**config.mk**
```make
export PLATFORM = sky130hd
export DESIGN_NAME = fletcher16_frame_builder_top
export DESIGN_NICKNAME = d
export VERILOG_FILES = /design/src/rtl/fbf_pkg.sv /design/src/rtl/fbf_front.sv /design/src/rtl/fbf_cmdq.sv /design/src/rtl/fbf_back.sv /design/src/rtl/fletcher16_frame_builder_top.sv
export VERILOG_INCLUDE_DIRS = /design/src /design/src/rtl
export SDC_FILE = /design/constraint.sdc
export NUM_CORES = 1
export LEC_CHECK = 0
export BUFFER_PORTS_ARGS = -buffer_cell sky130_fd_sc_hd__buf_2
export CELL_PAD_IN_SITES_DETAIL_PLACEMENT = 1
export CELL_PAD_IN_SITES_GLOBAL_PLACEMENT = 2
export CORE_AREA = 2 2 145 182
export DETAILED_ROUTE_END_ITERATION = 10
export DIE_AREA = 0 0 147 184
export HOLD_SLACK_MARGIN = 0.12
export PLACE_DENSITY_LB_ADDON = 0.1
export RECOVER_POWER = 100
export SKIP_LAST_GASP = 1
export SLEW_MARGIN = 20
export SYNTH_ARGS = -nofsm -noshare
export SYNTH_HDL_FRONTEND = slang
export SYNTH_HIERARCHICAL = 1
export SYNTH_SLANG_ARGS = --single-unit
```
**constraint.sdc**
```tcl
create_clock -name clk -period 7.9 [get_ports clk]
set_clock_uncertainty 0.05 [all_clocks]
set_input_delay 1.58 -clock clk [delete_from_list [all_inputs] [get_ports clk]]
set_output_delay 1.58 -clock clk [all_outputs]
set_load 0.005 [all_outputs]
```
**src/rtl/fletcher16_frame_builder_top_macros.svh**
```systemverilog
// Assertion macros for the Fletcher-16 frame builder.
`ifndef FLETCHER16_FRAME_BUILDER_TOP_MACROS_SVH
`define FLETCHER16_FRAME_BUILDER_TOP_MACROS_SVH

`ifndef SYNTHESIS
`define FBF_ASSERT(lbl, prop) \
  lbl: assert property (@(posedge clk) disable iff (!rst_n) (prop)) \
    else $error("fbf assertion failed");
`define FBF_ASSERT_NEXT(lbl, cond, nxt) \
  lbl: assert property (@(posedge clk) disable iff (!rst_n) (cond) |=> (nxt)) \
    else $error("fbf assertion failed");
`else
`define FBF_ASSERT(lbl, prop)
`define FBF_ASSERT_NEXT(lbl, cond, nxt)
`endif

`endif

```
**src/rtl/fbf_pkg.sv**
```systemverilog
// Shared types, constants and helpers of the Fletcher-16 frame builder.
package fbf_pkg;

  localparam int unsigned CMDQ_DEPTH = 4;
  localparam int unsigned CMDQ_AW    = $clog2(CMDQ_DEPTH);

  localparam logic [7:0] BYTE_MAX = 8'hff;

  localparam logic FUNC_HDR = 1'b0;
  localparam logic FUNC_PAY = 1'b1;

  typedef enum logic {
    CMD_HDR = 1'b0,
    CMD_PAY = 1'b1
  } cmd_kind_t;

  // One frame command: header carries three bytes, payload uses b0 only.
  typedef struct packed {
    cmd_kind_t  kind;
    logic [7:0] b0;
    logic [7:0] b1;
    logic [7:0] b2;
    logic       last;
  } fbf_cmd_t;

  typedef enum logic [2:0] {
    ST_D0,
    ST_D1,
    ST_D2,
    ST_C0,
    ST_C1
  } step_t;

  // (a + b) mod 255 for a <= 254, b <= 255.
  function automatic logic [7:0] mod255_add(input logic [7:0] a, input logic [7:0] b);
    logic [8:0] s;
    s = {1'b0, a} + {1'b0, b};
    if (s >= {1'b0, BYTE_MAX}) begin
      s = s - {1'b0, BYTE_MAX};
    end
    return s[7:0];
  endfunction

endpackage

```
**src/rtl/fbf_front.sv**
```systemverilog
// Front end: accepts items, tracks the open frame and issues commands.
module fbf_front (
  input  logic             clk,
  input  logic             rst_n,
  input  logic             push,
  output logic             full,
  input  logic             in_func,
  input  logic [7:0]       in_msg_type,
  input  logic [7:0]       in_data_id,
  input  logic [7:0]       in_frame_len,
  input  logic [7:0]       in_payload_byte,
  input  logic             q_full,
  output logic             q_push,
  output fbf_pkg::fbf_cmd_t q_cmd
);

  logic       open_r, open_nxt;
  logic [7:0] left_r, left_nxt;
  logic       acc;

  assign full = q_full;
  assign acc  = push && !q_full;

  always_comb begin
    q_cmd    = '{kind: fbf_pkg::CMD_PAY, b0: 8'd0, b1: 8'd0, b2: 8'd0, last: 1'b0};
    q_push   = 1'b0;
    open_nxt = open_r;
    left_nxt = left_r;
    if (acc) begin
      if (in_func == fbf_pkg::FUNC_HDR) begin
        q_cmd.kind = fbf_pkg::CMD_HDR;
        q_cmd.b0   = in_msg_type;
        q_cmd.b1   = in_data_id;
        q_cmd.b2   = in_frame_len;
        q_cmd.last = (in_frame_len == 8'd0);
        q_push     = 1'b1;
        open_nxt   = (in_frame_len != 8'd0);
        left_nxt   = in_frame_len;
      end else if (open_r) begin
        q_cmd.b0   = in_payload_byte;
        q_cmd.last = (left_r == 8'd1);
        q_push     = 1'b1;
        left_nxt   = left_r - 8'd1;
        if (left_r == 8'd1) begin
          open_nxt = 1'b0;
        end
      end
      // payload with no frame open: dropped
    end
  end

  always_ff @(posedge clk) begin
    if (!rst_n) begin
      open_r <= 1'b0;
      left_r <= 8'd0;
    end else begin
      open_r <= open_nxt;
      left_r <= left_nxt;
    end
  end

endmodule

```
**src/rtl/fbf_cmdq.sv**
```systemverilog
// Short command queue between front and back end.
`include "fletcher16_frame_builder_top_macros.svh"

module fbf_cmdq (
  input  logic              clk,
  input  logic              rst_n,
  input  logic              wr_en,
  input  fbf_pkg::fbf_cmd_t wr_cmd,
  output logic              q_full,
  input  logic              rd_en,
  output fbf_pkg::fbf_cmd_t rd_cmd,
  output logic              q_empty
);

  fbf_pkg::fbf_cmd_t            mem_r [fbf_pkg::CMDQ_DEPTH];
  logic [fbf_pkg::CMDQ_AW-1:0]  wr_ptr_r, wr_ptr_nxt;
  logic [fbf_pkg::CMDQ_AW-1:0]  rd_ptr_r, rd_ptr_nxt;
  logic [fbf_pkg::CMDQ_AW:0]    count_r, count_nxt;
  logic                         do_wr, do_rd;

  assign q_full  = (count_r == (fbf_pkg::CMDQ_AW+1)'(fbf_pkg::CMDQ_DEPTH));
  assign q_empty = (count_r == '0);
  assign rd_cmd  = mem_r[rd_ptr_r];
  assign do_wr   = wr_en && !q_full;
  assign do_rd   = rd_en && !q_empty;

  always_comb begin
    wr_ptr_nxt = do_wr ? wr_ptr_r + 1'b1 : wr_ptr_r;
    rd_ptr_nxt = do_rd ? rd_ptr_r + 1'b1 : rd_ptr_r;
    count_nxt  = count_r;
    if (do_wr && !do_rd) begin
      count_nxt = count_r + 1'b1;
    end else if (do_rd && !do_wr) begin
      count_nxt = count_r - 1'b1;
    end
  end

  always_ff @(posedge clk) begin
    if (!rst_n) begin
      wr_ptr_r <= '0;
      rd_ptr_r <= '0;
      count_r  <= '0;
    end else begin
      wr_ptr_r <= wr_ptr_nxt;
      rd_ptr_r <= rd_ptr_nxt;
      count_r  <= count_nxt;
    end
  end

  always_ff @(posedge clk) begin
    if (do_wr) begin
      mem_r[wr_ptr_r] <= wr_cmd;
    end
  end

  `FBF_ASSERT(a_cmdq_count_bound, count_r <= (fbf_pkg::CMDQ_AW+1)'(fbf_pkg::CMDQ_DEPTH))
  `FBF_ASSERT_NEXT(a_cmdq_ptr_track, do_wr && !do_rd && !q_full, !q_empty)
  `FBF_ASSERT(a_cmdq_empty_ptrs, !q_empty || wr_ptr_r == rd_ptr_r)

endmodule

```
**src/rtl/fbf_back.sv**
```systemverilog
// Back end: walks each command byte by byte, keeps the sums, appends check bytes.
`include "fletcher16_frame_builder_top_macros.svh"

module fbf_back (
  input  logic              clk,
  input  logic              rst_n,
  input  fbf_pkg::fbf_cmd_t q_cmd,
  input  logic              q_empty,
  output logic              q_pop,
  output logic [7:0]        out_byte,
  output logic              out_frame_end,
  output logic              empty,
  input  logic              pop
);

  logic              busy_r, busy_nxt;
  fbf_pkg::fbf_cmd_t cur_r, cur_nxt;
  fbf_pkg::step_t    step_r, step_nxt, step_next;
  logic [7:0]        low_r, low_nxt, high_r, high_nxt, c0_r, c0_nxt;
  logic              ov_r, ov_nxt, oe_r, oe_nxt;
  logic [7:0]        ob_r, ob_nxt;

  logic              adv, fin, is_data, emit_end;
  logic [7:0]        emit_byte, base_low, base_high, sum_low, sum_high, c0_val, c1_val;

  assign adv           = !ov_r || pop;
  assign empty         = !ov_r;
  assign out_byte      = ob_r;
  assign out_frame_end = oe_r;

  // header restarts the sums at its first byte
  assign base_low  = (cur_r.kind == fbf_pkg::CMD_HDR && step_r == fbf_pkg::ST_D0) ? 8'd0 : low_r;
  assign base_high = (cur_r.kind == fbf_pkg::CMD_HDR && step_r == fbf_pkg::ST_D0) ? 8'd0 : high_r;
  assign sum_low   = fbf_pkg::mod255_add(base_low, emit_byte);
  assign sum_high  = fbf_pkg::mod255_add(base_high, sum_low);
  assign c0_val    = fbf_pkg::BYTE_MAX - fbf_pkg::mod255_add(low_r, high_r);
  assign c1_val    = fbf_pkg::BYTE_MAX - fbf_pkg::mod255_add(low_r, c0_r);

  always_comb begin
    emit_byte = 8'd0;
    emit_end  = 1'b0;
    is_data   = 1'b0;
    fin       = 1'b0;
    step_next = fbf_pkg::ST_D0;
    unique case (step_r)
      fbf_pkg::ST_D0: begin
        emit_byte = cur_r.b0;
        is_data   = 1'b1;
        if (cur_r.kind == fbf_pkg::CMD_HDR) begin
          step_next = fbf_pkg::ST_D1;
        end else if (cur_r.last) begin
          step_next = fbf_pkg::ST_C0;
        end else begin
          fin = 1'b1;
        end
      end
      fbf_pkg::ST_D1: begin
        emit_byte = cur_r.b1;
        is_data   = 1'b1;
        step_next = fbf_pkg::ST_D2;
      end
      fbf_pkg::ST_D2: begin
        emit_byte = cur_r.b2;
        is_data   = 1'b1;
        if (cur_r.last) begin
          step_next = fbf_pkg::ST_C0;
        end else begin
          fin = 1'b1;
        end
      end
      fbf_pkg::ST_C0: begin
        emit_byte = c0_val;
        step_next = fbf_pkg::ST_C1;
      end
      fbf_pkg::ST_C1: begin
        emit_byte = c1_val;
        emit_end  = 1'b1;
        fin       = 1'b1;
      end
      default: begin
        fin = 1'b1;
      end
    endcase
  end

  always_comb begin
    busy_nxt = busy_r;
    cur_nxt  = cur_r;
    step_nxt = step_r;
    low_nxt  = low_r;
    high_nxt = high_r;
    c0_nxt   = c0_r;
    ov_nxt   = ov_r;
    ob_nxt   = ob_r;
    oe_nxt   = oe_r;
    q_pop    = 1'b0;

    if (busy_r && adv) begin
      ov_nxt   = 1'b1;
      ob_nxt   = emit_byte;
      oe_nxt   = emit_end;
      step_nxt = step_next;
      if (is_data) begin
        low_nxt  = sum_low;
        high_nxt = sum_high;
      end
      if (step_r == fbf_pkg::ST_C0) begin
        c0_nxt = c0_val;
      end
      if (fin) begin
        busy_nxt = 1'b0;
      end
    end else if (adv) begin
      ov_nxt = 1'b0;
    end

    // pick up the next command as soon as the current one finishes
    if ((!busy_r || (adv && fin)) && !q_empty) begin
      q_pop    = 1'b1;
      cur_nxt  = q_cmd;
      busy_nxt = 1'b1;
      step_nxt = fbf_pkg::ST_D0;
    end
  end

  always_ff @(posedge clk) begin
    if (!rst_n) begin
      busy_r <= 1'b0;
      step_r <= fbf_pkg::ST_D0;
      ov_r   <= 1'b0;
      low_r  <= 8'd0;
      high_r <= 8'd0;
    end else begin
      busy_r <= busy_nxt;
      step_r <= step_nxt;
      ov_r   <= ov_nxt;
      low_r  <= low_nxt;
      high_r <= high_nxt;
    end
  end

  always_ff @(posedge clk) begin
    cur_r <= cur_nxt;
    c0_r  <= c0_nxt;
    ob_r  <= ob_nxt;
    oe_r  <= oe_nxt;
  end

  `FBF_ASSERT(a_idle_step, busy_r || step_r == fbf_pkg::ST_D0)
  `FBF_ASSERT(a_sums_reduced, low_r != fbf_pkg::BYTE_MAX && high_r != fbf_pkg::BYTE_MAX)
  `FBF_ASSERT_NEXT(a_check_pair, busy_r && adv && step_r == fbf_pkg::ST_C0,
                   busy_r && step_r == fbf_pkg::ST_C1)
  `FBF_ASSERT_NEXT(a_end_on_c1, busy_r && adv && step_r == fbf_pkg::ST_C1, ov_r && oe_r)

endmodule

```
**src/rtl/fletcher16_frame_builder_top.sv**
```systemverilog
// Fletcher-16 frame builder: top level.
//
// Input channel: push/full with fields in_func, in_msg_type, in_data_id,
// in_frame_len, in_payload_byte. A header item (func 0) yields the type, id
// and length bytes; a payload item (func 1) yields its byte. After the last
// payload byte, or right after a zero-length header, two check bytes follow
// so a receiver's Fletcher-16 sums over the frame end at zero. A payload item
// with no frame open is taken and dropped.
// Result channel: empty/pop with out_byte and out_frame_end (set on the
// second check byte). The oldest byte is held while empty is low and pop is low.
// An item's first byte passes through the command queue, the back end's
// command register and the output byte register. Throughput: one output byte
// per cycle while pop keeps up; an item produces 1 byte (a plain payload byte)
// or 3 to 5 bytes (headers and frame ends), emitted one byte per cycle.
// A 4-entry command queue parts the front end from the byte sequencer; full
// rises when it fills, either because pop is held low or because items come
// faster than their bytes leave.
// Reset clears the queue, the open-frame state and the output valid flag.
module fletcher16_frame_builder_top (
  input  logic       clk,
  input  logic       rst_n,
  input  logic       push,
  output logic       full,
  input  logic       in_func,
  input  logic [7:0] in_msg_type,
  input  logic [7:0] in_data_id,
  input  logic [7:0] in_frame_len,
  input  logic [7:0] in_payload_byte,
  output logic       empty,
  input  logic       pop,
  output logic [7:0] out_byte,
  output logic       out_frame_end
);

  fbf_pkg::fbf_cmd_t wr_cmd, rd_cmd;
  logic              q_full, q_empty, q_push, q_pop;

  fbf_front u_front (
    .clk             (clk),
    .rst_n           (rst_n),
    .push            (push),
    .full            (full),
    .in_func         (in_func),
    .in_msg_type     (in_msg_type),
    .in_data_id      (in_data_id),
    .in_frame_len    (in_frame_len),
    .in_payload_byte (in_payload_byte),
    .q_full          (q_full),
    .q_push          (q_push),
    .q_cmd           (wr_cmd)
  );

  fbf_cmdq u_cmdq (
    .clk     (clk),
    .rst_n   (rst_n),
    .wr_en   (q_push),
    .wr_cmd  (wr_cmd),
    .q_full  (q_full),
    .rd_en   (q_pop),
    .rd_cmd  (rd_cmd),
    .q_empty (q_empty)
  );

  fbf_back u_back (
    .clk           (clk),
    .rst_n         (rst_n),
    .q_cmd         (rd_cmd),
    .q_empty       (q_empty),
    .q_pop         (q_pop),
    .out_byte      (out_byte),
    .out_frame_end (out_frame_end),
    .empty         (empty),
    .pop           (pop)
  );

endmodule

```
==> reports/metrics.csv <==
metric,value,unit
status,finished with violations,
violations,"capacitance limit, slew limit",
cts_buffers,17,
r2r-end,u_back/high_r[0],
grt_pass1_vias,7085,
start_util,38.60,%
cell_internal_pwr,0.002898,W
final_nets,909,
ys_types,85,
worstReg2RegStart,u_back/low_r[0],
wl,25120,um
cp_slowest_cell,mux4_2,
critPathLaunchType,flip-flop,
finalHoldViolations,0,
ys_ff_latch,186,
drt_pre_antenna_iters,5,
switching_share,41.78,%
port_buffers,47,
yosysTopAreaCell,edfxtp_1,
seq_area_frac_synth,53.38,%
row_count,65,
reg2reg_slack,0.33,ns
ioPinCount,48,
final_area,0.01101,mm2
drtIter0Drc,262,
fillers,2684,
p_leak,4.032,nW
htreeDepth,4,
r2r_cells,28,
avgSynthCellArea,12.89,um2
power_frac_seq,29.6,%
maxSlewViolCount,165,
period_minus_slack,7.566,ns
die-area,0.02705,mm2
vias,6479,
synth-main-ff-cell,edfxtp_1,
switchingPower,0.002080,W
cp_max_fo,5,
synthTopCellsByArea,"edfxtp_1 45%, dfxtp_1 8.0%, mux4_2 6.7%",
arrival,7.83,ns
dieWidth,147,um
worst_hold_slack,0.4685,ns
cts.clk_slew.worst_paths,0.07,ns
syn_inst,755,
cts-hold-fix-buffers,0,
clkPwrFrac,15.7,%
worst-setup-path-type,reg -> reg,
core,0.02521,mm2
min_path_cells,2,
root_buffer,clkbuf_16,
endpoint,u_back/high_r[0],
max_stage_delay,0.47,ns
cts_tree,yes,
min_period_over_period,95.77,%
clock_path_buffers,2,
routed_via_density,5.533,
crit_start,u_back/low_r[0],
comb_power_share,54.6,%
routedWlPerCell,21.45,um
power_density,452.2,mW/mm2
area_growth,13.13,%
max_freq,132.2,MHz
tightest_slew,2.362,ns
place_hpwl,18120,um
yosysWarnings,6,
setup_violations,0,
worstPathRequired,8.16,ns
antenna-diode-count,0,
cap_viol_max_count,6,
grt_pass1_wl,39710,um
cts_num_sinks,186,
placed_area,0.01038,mm2
worstSkewPairLatency,0.43,ns
vdd_drop_max,0.1537,mV
grt_overflow_total,0,
grt_max_degree,30,
synth-async-reset-ratio,0,%
synthesis.nets,841,
syn_area,0.009732,mm2
synth_edf_count,147,
detail-route-antenna-nets,0,
end_kind,flip-flop,
hold_path_class,reg -> reg,
routabilityCongestion,0.8249,
drc,0,
max-slew-margin-rel,-57.46,%
drive_above_1_share,19.74,%
die_h,184,um
synth_top_area_share,45.36,%
grt_use_total,19.26,%
antenna_found_initial,0,
metal layers:
metal	part of all wire, %	up-vias	track usage [%]
li1	-	3053	-
met1	41	3276	21.70
met2	54	114	36.36
met3	2.4	36	3.102
met4	2.5	0	7.462
met5	0	-	0
cells by family (layout without fill, tap and decap cells):
| family | Yosys count | in the layout | share of synthesized area (%) |
|---|---|---|---|
| and+or+nand+nor | 211 | 211 | 11.62 |
| buffers and inverters | 44 | 125 | 2.623 |
| adders and majority gates | 49 | 49 | 6.686 |
| AOI/OAI and AO/OA | 181 | 181 | 13.62 |
| DFF | 186 | 186 | 53.38 |
| xor gates and xnor gates | 39 | 39 | 3.664 |
| muxes | 45 | 45 | 8.408 |
worst min path at each step:
stage | slack (ns) | to | from
floorplan | 0.41 | u_back/ov_r | u_back/busy_r
global placement | 0.43 | u_back/ov_r | u_back/busy_r
detailed placement | 0.46 | u_cmdq/wr_ptr_r[0] | u_cmdq/wr_ptr_r[0]
CTS | 0.47 | u_cmdq/wr_ptr_r[0] | u_cmdq/wr_ptr_r[0]
global route | 0.49 | u_cmdq/wr_ptr_r[0] | u_cmdq/wr_ptr_r[0]
finish | 0.47 | u_back/low_r[0] | u_back/low_r[0]
cells in the final DEF, fill, tap and decap left out, types with 8 or more instances in the layout:
master	count
nor2_1	54
dfxtp_1	39
buf_2	35
a31oi_1	8
xor2_1	14
a21o_1	12
a21oi_1	42
clkbuf_1	19
nor3_1	11
clkbuf_16	17
edfxtp_1	147
xnor2_1	20
a22o_1	11
nor2b_1	25
nand2_1	29
buf_4	25
and3_1	21
ha_1	40
a211oi_1	11
inv_1	15
nand3_1	9
o21a_1	9
o21ai_0	24
nor4_1	8
mux4_2	29
nand2b_1	8
mux2i_1	12
final cells by class:
| class | count | area, um2 | area share, % |
|---|---|---|---|
| multi-input cells | 525 | 4380 | 39.79 |
| clock buffers | 20 | 436.7 | 3.966 |
| inverters | 17 | 63.81 | 0.5796 |
| flip-flops and latches | 186 | 5195 | 47.19 |
| clock inverters | 12 | 91.34 | 0.8296 |
| well taps | 335 | 419.2 | 3.807 |
| repair buffers | 76 | 422.9 | 3.841 |
registers in the layout (all words and copies together), names as in the netlist, named ones only:
register	flops
u_cmdq/mem_r	104
u_back/cur_r	26
u_back/c0_r	8
u_back/high_r	8
u_back/low_r	8
u_back/out_byte	8
u_front/left_r	8
u_back/step_r	3
u_cmdq/count_r	3
u_cmdq/rd_ptr_r	2
u_cmdq/wr_ptr_r	2
u_back/busy_r	1
u_back/out_frame_end	1
u_back/ov_r	1
u_front/open_r	1
Yosys cell counts (8+ instances only):
cell type	number
nor2b_1	26
inv_1	14
nor4_1	9
xnor2_1	21
a211oi_1	12
a21o_1	13
o21a_1	9
and2_1	11
dfxtp_1	39
nand3_1	9
a21oi_1	45
ha_1	44
nand2b_1	8
edfxtp_1	147
nor3_1	11
mux4_2	29
nor2_1	55
a22o_1	11
mux2i_1	12
xor2_1	16
a31oi_1	8
nand2_1	29
o21ai_0	27
and3_1	21
clkbuf_1	11
worst max-delay path, delay by kind of cell (launching register included):
family                   cells  cell delay, ns
AO/OA/AOI/OAI               15            3.55
XOR/XNOR                     2            0.35
adder cells (fa/ha/maj)      5            1.55
buffers and inverters        1            0.18
flip-flops                   1            0.34
multiplexers                 2            0.84
AND/OR/NAND/NOR              3            0.56
what timing repair did:
item                       CTS  global route
setup buffers                1             5
pin swaps                    1            12
setup endpoints to repair    8             8
gates resized for setup      8            23
metrics by stage:
step / power [W] / std cells / utilization (%) / setup WS (ns) / setup TNS, ns
3_3_place_gp: 0.003946 / 1133 / 41.18 / 0.08041 / 0
3_5_place_dp: 0.004019 / 1133 / 41.18 / -0.1052 / -0.2683
4_1_cts: 0.004869 / 1166 / 43.38 / 0.007398 / 0
6_report: 0.004979 / 1171 / 43.67 / 0.3343 / 0
5_1_grt: 0.005351 / 1171 / 43.67 / -0.01118 / -0.02008
2_1_floorplan: 0.003274 / 755 / - / 0.3018 / 0
power groups by stage:
stage | logic [W] | registers, W | clock network [W]
floorplan | 0.00185 | 0.00142 | 0
global placement | 0.00245 | 0.00149 | 0
detailed placement | 0.00252 | 0.00150 | 0
CTS | 0.00258 | 0.00148 | 0.000806
global route | 0.00301 | 0.00150 | 0.000844
finish | 0.00272 | 0.00148 | 0.000784
(Power assumes the default switching activity.)
